### src/rtl/core/lbm_pkg.sv
// Package: shared types and helper functions for the layer blend block.
`default_nettype none
package lbm_pkg;

  localparam int unsigned ChW   = 8;
  localparam int unsigned ModeW = 4;

  // Blend mode codes
  localparam logic [ModeW-1:0] ModeDarken    = 4'd0;
  localparam logic [ModeW-1:0] ModeMultiply  = 4'd1;
  localparam logic [ModeW-1:0] ModeBurn      = 4'd2;
  localparam logic [ModeW-1:0] ModeLinBurn   = 4'd3;
  localparam logic [ModeW-1:0] ModeLighten   = 4'd4;
  localparam logic [ModeW-1:0] ModeScreen    = 4'd5;
  localparam logic [ModeW-1:0] ModeDodge     = 4'd6;
  localparam logic [ModeW-1:0] ModeLinDodge  = 4'd7;
  localparam logic [ModeW-1:0] ModeOverlay   = 4'd8;
  localparam logic [ModeW-1:0] ModeSoftLight = 4'd9;
  localparam logic [ModeW-1:0] ModeHardLight = 4'd10;
  localparam logic [ModeW-1:0] ModeVivid     = 4'd11;
  localparam logic [ModeW-1:0] ModeLinLight  = 4'd12;
  localparam logic [ModeW-1:0] ModePinLight  = 4'd13;
  localparam logic [ModeW-1:0] ModeDiff      = 4'd14;
  localparam logic [ModeW-1:0] ModeExclusion = 4'd15;

  // Per-stage load enables from the pipeline control
  typedef struct packed {
    logic en1;
    logic en2;
    logic en3;
    logic en4;
  } lbm_ctrl_t;

  function automatic logic [ChW-1:0] lin_burn(input logic [ChW-1:0] a, input logic [ChW-1:0] b);
    logic [ChW:0] s;
    s = {1'b0, a} + {1'b0, b};
    lin_burn = (s < 9'd255) ? 8'd0 : ChW'(s - 9'd255);
  endfunction

  function automatic logic [ChW-1:0] lin_dodge(input logic [ChW-1:0] a, input logic [ChW-1:0] b);
    logic [ChW:0] s;
    s = {1'b0, a} + {1'b0, b};
    lin_dodge = s[ChW] ? 8'd255 : s[ChW-1:0];
  endfunction

endpackage
`default_nettype wire

### src/rtl/core/layer_blend_modes_rgb8_top.sv
// Top level: three-channel 8-bit layer blend with 16 selectable modes.
//
//  channel  | signals                                   | role
//  ---------+-------------------------------------------+------------------------
//  input    | in_valid_i / in_ready_o, base_*, layer_*  | target + blend pixel
//  output   | out_valid_o / out_ready_i, mixed_ch0..2   | blended pixel
//  config   | cfg_we_i, cfg_wdata_i                     | blend mode register
//
// One pixel per clock sustained while out_ready_i is held high. Four register
// stages: operand capture, 8x8 multiply plus upper divider bits, divide-by-255
// plus lower divider bits, mode select into the output register. rst_ni clears
// the valid bits and the mode register. A stall on the output holds the output
// stage and each occupied stage directly behind it; stages behind a gap move on.
`default_nettype none
module layer_blend_modes_rgb8_top (
  input  logic                      clk_i,
  input  logic                      rst_ni,
  input  logic                      cfg_we_i,
  input  logic [lbm_pkg::ModeW-1:0] cfg_wdata_i,
  input  logic                      in_valid_i,
  output logic                      in_ready_o,
  input  logic [lbm_pkg::ChW-1:0]   base_ch0_i,
  input  logic [lbm_pkg::ChW-1:0]   base_ch1_i,
  input  logic [lbm_pkg::ChW-1:0]   base_ch2_i,
  input  logic [lbm_pkg::ChW-1:0]   layer_ch0_i,
  input  logic [lbm_pkg::ChW-1:0]   layer_ch1_i,
  input  logic [lbm_pkg::ChW-1:0]   layer_ch2_i,
  output logic                      out_valid_o,
  input  logic                      out_ready_i,
  output logic [lbm_pkg::ChW-1:0]   mixed_ch0_o,
  output logic [lbm_pkg::ChW-1:0]   mixed_ch1_o,
  output logic [lbm_pkg::ChW-1:0]   mixed_ch2_o
);
  import lbm_pkg::*;

  logic [ModeW-1:0] mode_q, mode_d;
  lbm_ctrl_t        ctrl;

  // mode register; only written while the pipeline is idle (a rule for the user, not enforced by the block)
  assign mode_d = cfg_we_i ? cfg_wdata_i : mode_q;

  always_ff @(posedge clk_i or negedge rst_ni) begin
    if (!rst_ni) begin
      mode_q <= ModeDarken;
    end else begin
      mode_q <= mode_d;
    end
  end

  lbm_pipe_ctrl u_ctrl (
    .clk_i       (clk_i),
    .rst_ni      (rst_ni),
    .in_valid_i  (in_valid_i),
    .in_ready_o  (in_ready_o),
    .out_valid_o (out_valid_o),
    .out_ready_i (out_ready_i),
    .ctrl_o      (ctrl)
  );

  // one identical datapath per color channel
  lbm_chan u_ch0 (
    .clk_i  (clk_i),
    .ctrl_i (ctrl),
    .mode_i (mode_q),
    .a_i    (base_ch0_i),
    .b_i    (layer_ch0_i),
    .y_o    (mixed_ch0_o)
  );

  lbm_chan u_ch1 (
    .clk_i  (clk_i),
    .ctrl_i (ctrl),
    .mode_i (mode_q),
    .a_i    (base_ch1_i),
    .b_i    (layer_ch1_i),
    .y_o    (mixed_ch1_o)
  );

  lbm_chan u_ch2 (
    .clk_i  (clk_i),
    .ctrl_i (ctrl),
    .mode_i (mode_q),
    .a_i    (base_ch2_i),
    .b_i    (layer_ch2_i),
    .y_o    (mixed_ch2_o)
  );
endmodule
`default_nettype wire

### src/rtl/core/lbm_pipe_ctrl.sv
// Pipeline control: valid bits and per-stage load enables for the four stages.
`default_nettype none
module lbm_pipe_ctrl (
  input  logic              clk_i,
  input  logic              rst_ni,
  input  logic              in_valid_i,
  output logic              in_ready_o,
  output logic              out_valid_o,
  input  logic              out_ready_i,
  output lbm_pkg::lbm_ctrl_t ctrl_o
);
  import lbm_pkg::*;

  logic [3:0] v_q, v_d;
  logic       rdy1, rdy2, rdy3, rdy4;

  assign rdy4 = !v_q[3] || out_ready_i;
  assign rdy3 = !v_q[2] || rdy4;
  assign rdy2 = !v_q[1] || rdy3;
  assign rdy1 = !v_q[0] || rdy2;

  always_comb begin
    v_d = v_q;
    if (rdy1) v_d[0] = in_valid_i;
    if (rdy2) v_d[1] = v_q[0];
    if (rdy3) v_d[2] = v_q[1];
    if (rdy4) v_d[3] = v_q[2];
  end

  always_ff @(posedge clk_i or negedge rst_ni) begin
    if (!rst_ni) begin
      v_q <= '0;
    end else begin
      v_q <= v_d;
    end
  end

  assign ctrl_o      = '{en1: rdy1, en2: rdy2, en3: rdy3, en4: rdy4};
  assign in_ready_o  = rdy1;
  assign out_valid_o = v_q[3];
endmodule
`default_nettype wire

### src/rtl/core/lbm_chan.sv
// One channel datapath: multiply, divide-by-255, burn/dodge divider, mode select.
`default_nettype none
module lbm_chan (
  input  logic                      clk_i,
  input  lbm_pkg::lbm_ctrl_t        ctrl_i,
  input  logic [lbm_pkg::ModeW-1:0] mode_i,
  input  logic [lbm_pkg::ChW-1:0]   a_i,
  input  logic [lbm_pkg::ChW-1:0]   b_i,
  output logic [lbm_pkg::ChW-1:0]   y_o
);
  import lbm_pkg::*;

  // stage 1: operands
  logic [ChW-1:0]   a1_q, b1_q;
  logic [ModeW-1:0] m1_q;

  // stage 2
  logic [ChW-1:0]   a2_q, b2_q, d2_q, r2_q;
  logic [ModeW-1:0] m2_q;
  logic [15:0]      p2_q;
  logic             ovf2_q, dodge2_q;
  logic [3:0]       qh2_q;

  // stage 3
  logic [ChW-1:0]   a3_q, b3_q, ph3_q, qd3_q;
  logic [ModeW-1:0] m3_q;
  logic [ChW:0]     q255_3_q;
  logic             ovf3_q, dodge3_q;

  logic [ChW-1:0]   y_q;

  // ---- stage A: multiplier and divider upper bits
  logic           is_dodge, inv, is_mul_b7;
  logic [ChW-1:0] h, x0, xm, ym, beff, d, nhi, ra;
  logic [ChW:0]   r9a;
  logic [3:0]     qa;
  logic           ovf;

  always_comb begin
    h         = {1'b0, a1_q[ChW-1:1]} + 8'd64;
    is_mul_b7 = (m1_q == ModeOverlay || m1_q == ModeSoftLight) && b1_q[ChW-1];
    inv       = (m1_q == ModeScreen) || is_mul_b7 ||
                ((m1_q == ModeHardLight) && a1_q[ChW-1]);
    x0        = (m1_q == ModeSoftLight) ? h : a1_q;
    xm        = inv ? ~x0 : x0;
    ym        = inv ? ~b1_q : b1_q;

    is_dodge  = (m1_q == ModeDodge) || ((m1_q == ModeVivid) && b1_q[ChW-1]);
    if (m1_q == ModeVivid) beff = {b1_q[ChW-2:0], 1'b0};
    else                   beff = b1_q;
    d   = is_dodge ? ~beff : beff;
    nhi = is_dodge ? a1_q : ~a1_q;
    // zero divisor lands here too: burn gives 0, dodge 255
    ovf = (nhi >= d);
    ra  = nhi;
    qa  = '0;
    for (int i = 3; i >= 0; i--) begin
      r9a = {ra, 1'b0};
      if (r9a >= {1'b0, d}) begin
        r9a   = r9a - {1'b0, d};
        qa[i] = 1'b1;
      end
      ra = r9a[ChW-1:0];
    end
  end

  // ---- stage B: scale, divide by 255, divider lower bits
  logic        dbl;
  logic [7:0]  addc;
  logic [16:0] n;
  logic [17:0] t, qq, rr;
  logic [ChW:0] q255;
  logic [ChW-1:0] rb;
  logic [ChW:0]   r9b;
  logic [3:0]     qb;

  always_comb begin
    dbl = (m2_q == ModeOverlay) || (m2_q == ModeSoftLight) ||
          (m2_q == ModeHardLight) || (m2_q == ModeExclusion);
    if (m2_q == ModeMultiply) addc = 8'd127;
    else if (m2_q == ModeSoftLight && b2_q[ChW-1]) addc = 8'd254;  // ceiling
    else addc = 8'd0;
    n  = (dbl ? {p2_q, 1'b0} : {1'b0, p2_q}) + {9'd0, addc};
    t  = {1'b0, n} + {9'd0, n[16:8]};
    qq = {8'd0, t[17:8]};
    rr = {1'b0, n} - (({qq[9:0], 8'd0}) - qq);
    q255 = (rr >= 18'd255) ? (ChW+1)'(1) + qq[ChW:0] : qq[ChW:0];

    rb = r2_q;
    qb = '0;
    for (int i = 3; i >= 0; i--) begin
      r9b = {rb, 1'b0};
      if (r9b >= {1'b0, d2_q}) begin
        r9b   = r9b - {1'b0, d2_q};
        qb[i] = 1'b1;
      end
      rb = r9b[ChW-1:0];
    end
  end

  // ---- stage C: per-mode select
  logic [ChW-1:0] q8, bb, y_d, divres;
  logic [ChW:0]   ex;

  always_comb begin
    q8 = q255_3_q[ChW-1:0];
    bb = {b3_q[ChW-2:0], 1'b0};
    ex = {1'b0, a3_q} + {1'b0, b3_q} - q255_3_q;
    if (dodge3_q) divres = ovf3_q ? 8'd255 : qd3_q;
    else          divres = (ovf3_q || qd3_q == 8'd255) ? 8'd0 : ~qd3_q;
    unique case (m3_q)
      ModeDarken:    y_d = (a3_q < b3_q) ? a3_q : b3_q;
      ModeMultiply:  y_d = q8;
      ModeBurn,
      ModeDodge,
      ModeVivid:     y_d = divres;
      ModeLinBurn:   y_d = lin_burn(a3_q, b3_q);
      ModeLighten:   y_d = (a3_q > b3_q) ? a3_q : b3_q;
      ModeScreen:    y_d = ~ph3_q;
      ModeLinDodge:  y_d = lin_dodge(a3_q, b3_q);
      ModeOverlay,
      ModeSoftLight: y_d = b3_q[ChW-1] ? ~q8 : q8;
      ModeHardLight: y_d = a3_q[ChW-1] ? ~q8 : q8;
      ModeLinLight:  y_d = b3_q[ChW-1] ? lin_dodge(a3_q, bb) : lin_burn(a3_q, bb);
      ModePinLight: begin
        if (b3_q[ChW-1]) y_d = (a3_q > bb) ? a3_q : bb;
        else             y_d = (a3_q < bb) ? a3_q : bb;
      end
      ModeDiff:      y_d = (a3_q > b3_q) ? a3_q - b3_q : b3_q - a3_q;
      ModeExclusion: y_d = ex[ChW-1:0];
      default:       y_d = q8;
    endcase
  end

  always_ff @(posedge clk_i) begin
    if (ctrl_i.en1) begin
      a1_q <= a_i;
      b1_q <= b_i;
      m1_q <= mode_i;
    end
    if (ctrl_i.en2) begin
      a2_q     <= a1_q;
      b2_q     <= b1_q;
      m2_q     <= m1_q;
      p2_q     <= xm * ym;
      d2_q     <= d;
      r2_q     <= ra;
      qh2_q    <= qa;
      ovf2_q   <= ovf;
      dodge2_q <= is_dodge;
    end
    if (ctrl_i.en3) begin
      a3_q     <= a2_q;
      b3_q     <= b2_q;
      m3_q     <= m2_q;
      ph3_q    <= p2_q[15:8];
      q255_3_q <= q255;
      qd3_q    <= {qh2_q, qb};
      ovf3_q   <= ovf2_q;
      dodge3_q <= dodge2_q;
    end
    if (ctrl_i.en4) begin
      y_q <= y_d;
    end
  end

  assign y_o = y_q;
endmodule
`default_nettype wire

### config.mk
export PLATFORM = sky130hd
export DESIGN_NAME = layer_blend_modes_rgb8_top
export DESIGN_NICKNAME = d
export VERILOG_FILES = /design/src/rtl/core/lbm_pkg.sv /design/src/rtl/core/layer_blend_modes_rgb8_top.sv /design/src/rtl/core/lbm_pipe_ctrl.sv /design/src/rtl/core/lbm_chan.sv
export SDC_FILE = /design/constraint.sdc
export NUM_CORES = 2
export LEC_CHECK = 0
export BUFFER_PORTS_ARGS = -buffer_cell sky130_fd_sc_hd__buf_4
export CAP_MARGIN = 10
export CORE_MARGIN = 4
export CORE_UTILIZATION = 60
export CTS_CLUSTER_SIZE = 25
export DETAILED_ROUTE_END_ITERATION = 10
export PLACE_DENSITY = 0.83
export SYNTH_ARGS = -nofsm -noshare
export SYNTH_HDL_FRONTEND = slang
export SYNTH_SLANG_ARGS = --single-unit
### constraint.sdc
create_clock -name clk_i -period 10.77 [get_ports clk_i]
set_clock_uncertainty 0.2 [all_clocks]
set_input_delay 1.6155 -clock clk_i [delete_from_list [all_inputs] [get_ports clk_i]]
set_output_delay 1.6155 -clock clk_i [all_outputs]
set_load 0.01 [all_outputs]
==> summary by stage <==
STA
In the finished design, the share of the clock period the worst path needs comes to 0.950. The number of endpoints with negative hold slack in the final report is 0. The max-slew violation count is 0. The worst path needs 10230 ps of the cycle, external delays included. Setup violations remaining at the end of the flow were counted as 0.

The final worst setup slack is 540 ps. Hold timing on the final database bottoms out at a slack of 217 ps. The maximum clock rate is 97.7 MHz. The transition time at the pin with the least slew margin is 1210 ps. The worst-case headroom to the max-slew limit is 0.193. Setup repair after global routing could not meet its margin everywhere.

Worst setup path
The most numerous cell type found on the critical path is sky130_fd_sc_hd__ha_1. For this design, the slowest cell found on the critical path is sky130_fd_sc_hd__or4b_1. The critical path arrival is 10370 ps.

The classification of the worst setup path is reg -> reg. Of all nets on the critical path, the largest fanout is 8. The nature of the critical path endpoint is a flop. STA classifies the critical path startpoint as a flop. At the worst endpoint, the required time is 10910 ps. For this run, the slowest stage of the critical path takes 580 ps.

Synth
The Yosys step of the flow raised 0 warnings. Among all flip-flop cells after synthesis, the most frequent one is sky130_fd_sc_hd__edfxtp_1. The share of synthesized cell area in full adder, half adder and majority cells is 0.221.

The post-synthesis instance area is 45200 sq um. Of the total synthesized cell area, the portion taken by AND, OR, NAND and NOR gates is 0.158. Synthesis inferred 380 register bits. The synthesized-area fraction occupied by ao, oa, aoi and oai cells came to 0.174. Measured against the total synthesized area, the mux share comes to 0.0474. Yosys mapped a number of flops with a built-in enable equal to 372. Synthesis produced a netlist with a net count of 5922. The async set or reset register ratio after synthesis is 0.0211.

Of the synthesized area, sequential elements account for 0.252. The largest family of logic cells by synthesized area is adder cells. Of the total synthesized cell area, the portion taken by XOR and XNOR cells is 0.0893. The post-synthesis cell count is 5149.

The mean instance size in the synthesized netlist is 8.78 sq um. The number of library cell types mapped by synthesis is 100.

Clocking
The root buffer cell chosen for the clock tree is sky130_fd_sc_hd__clkbuf_16. The clock sink count is 380. The number of hold buffers added after CTS was 0. The total CTS buffers is 45.

After clock tree synthesis, the clock-pin slew on the worst setup and hold paths is 60 ps. The TritonCTS clock tree is built. The insertion delay to the later sink of the worst-skew pair is 600 ps.

The H-tree depth reported by CTS is 2. The largest buffer count on any clock path is 3.

Finish
The post-layout instance count excluding filler cells is 6226. The antenna diode instance count is 0. Relative to the synthesized area, the layout overhead comes to 7.97%.

In the final layout, the registers with the most flip-flops are u_ch0.p2_q (16), u_ch1.p2_q (16), u_ch2.p2_q (16). The top cell types in the final layout, fill and taps aside, are sky130_fd_sc_hd__ha_1 (581), sky130_fd_sc_hd__inv_1 (553), sky130_fd_sc_hd__nor2_1 (444). The net count of the finished layout is 5993. The library cell used most frequently in the layout, excluding fill and tap cells, is sky130_fd_sc_hd__ha_1. The fraction of final layout cells with drive strength greater than 1 is 0.0845.

Outcome
The flow ran to the end, and the final reports show no timing, DRC or antenna violations.

Detailed routing
The count of unresolved DRC violations after routing is 0. The detailed-route via count is 38891. The detail-routed via count per cell is 6.25. In this run the remaining antenna-violating nets after routing total 0.

The aggregate routed wire length is 123 mm. The first routing iteration left 3954 violations. The first detailed-routing pass took 6 iterations. In the final routed layout, each cell accounts on average for 19.7 microns.

Hold path
The path class of the lowest-slack min-delay path is reg -> reg.

Global routing
The via count of the first global-routing pass is 37145. The first global-routing pass estimated 196 mm of wire. The global-route total usage across every layer is 0.303. The overflow left after global routing is 0. The initial antenna violation count is 1. Entering global routing, the biggest net connects 85 pins.

Placed design
After detailed placement, the design holds a cell count of 6131. Routability-driven placement finished with a final weighted congestion of 0.982. Timing analysis after detailed placement gives a worst setup slack of 50.8 ps. In this run the tool buffered the top-level ports with 82 buffer cells. The HPWL after detailed placement is 96.2 mm.

Floorplan
The floorplan step defined a die boundary enclosing 79800 sq um. The floorplan has 100 rows. The number of I/O pins is 83. The die height is 283 microns. The effective utilization at floorplan is 0.606. In this run the horizontal extent of the chip is 283 microns. The total area inside the core boundary comes to 74600 sq um.

Run
The reported max-cap violation count is 0.
==> synthesized netlist by cell type (all sizes together), types with 17 or more instances <==
master / instances / area share
a2111oi: 19 / 0.0041
a211oi: 54 / 0.0092
a21boi: 39 / 0.0066
a21o: 89 / 0.015
a21oi: 356 / 0.039
a221oi: 17 / 0.0033
a31oi: 34 / 0.0047
and2: 45 / 0.0062
and3: 49 / 0.0068
and4: 17 / 0.0033
buf: 32 / 0.0030
clkbuf: 115 / 0.0095
edfxtp: 372 / 0.25
fa: 135 / 0.060
ha: 581 / 0.16
inv: 559 / 0.046
mux2: 94 / 0.023
mux2i: 107 / 0.024
nand2: 358 / 0.030
nand2b: 67 / 0.0093
nand3: 94 / 0.010
nand3b: 18 / 0.0030
nand4: 54 / 0.0075
nor2: 445 / 0.037
nor2b: 77 / 0.011
nor3: 104 / 0.012
nor3b: 19 / 0.0033
nor4: 19 / 0.0026
o211ai: 21 / 0.0035
o21a: 40 / 0.0066
o21ai: 263 / 0.029
o21bai: 41 / 0.0068
o221ai: 40 / 0.0079
o22ai: 42 / 0.0058
o31ai: 27 / 0.0046
or2: 50 / 0.0069
or3: 21 / 0.0029
xnor2: 313 / 0.061
xor2: 148 / 0.029
==> worst max-delay path, delay by kind of cell, from the launching register on <==
family                   cells  cell delay (ps)
adder cells (fa/ha/maj)      5             1750
XOR/XNOR                     2              310
buffers and inverters        4              650
AND/OR/NAND/NOR             10             2490
AO/OA/AOI/OAI               12             3370
flip-flops                   1              500
multiplexers                 2              700
==> final cells by class <==
type	instances	area (sq um)
repair buffers	171	1290
inverters	559	2100
fillers	5979	25800
well taps	969	1210
multi-input cells	4063	31300
clock inverters	34	380
clock buffers	50	1140
flip-flops and latches	380	11400
==> metrics by stage <==
stage	instance area [sq um]	setup TNS, ps	util
3_5_place_dp	47100	0	0.632
5_1_grt	48800	-90.5	0.655
4_1_cts	48600	0	0.652
2_1_floorplan	45200	0	-
6_report	48800	0	0.655
3_3_place_gp	47100	0	0.632
==> metal layers <==
metal  track usage  part of all wire  up-vias
li1              -                 -    18494
met1         0.416              0.42    18358
met2         0.489              0.45     1736
met3        0.0498             0.090      303
met4         0.105             0.037        0
met5             0                 0        -
==> repair_timing <==
action / CTS / global route
buffers inserted: 0 / 11
gates resized for setup: 0 / 21
endpoints found under the setup margin: 0 / 41
==> path summary, 6_finish.rpt <==
check | cells past startpoint | startpoint | endpoint | slack [ps]
setup / recovery | 35 | u_ch0.m2_q[1] | u_ch1.q255_3_q[1] | 540
hold / removal | 0 | u_ch2.a2_q[3] | u_ch2.a3_q[3] | 220
setup reg to reg | 35 | u_ch0.m2_q[1] | u_ch1.q255_3_q[1] | 540
hold reg to reg | 0 | u_ch2.a2_q[3] | u_ch2.a3_q[3] | 220
max in group asynchronous | 1 | rst_ni | u_ctrl.v_q[3] | 9530
min in group asynchronous | 1 | rst_ni | u_ctrl.v_q[0] | 670
==> logic make-up (layout without fill, tap and decap cells) <==
logic type	after synthesis	in the layout
and+or+nand+nor	1470	1470
AOI/OAI and AO/OA	1215	1215
adders and majority gates	716	716
buffers and inverters	706	814
xor gates and xnor gates	461	461
DFF	380	380
muxes	201	201
Power is left out: the tool's default activity adds up to more than one toggle a clock period on the data nets, which glitch-free logic cannot reach.
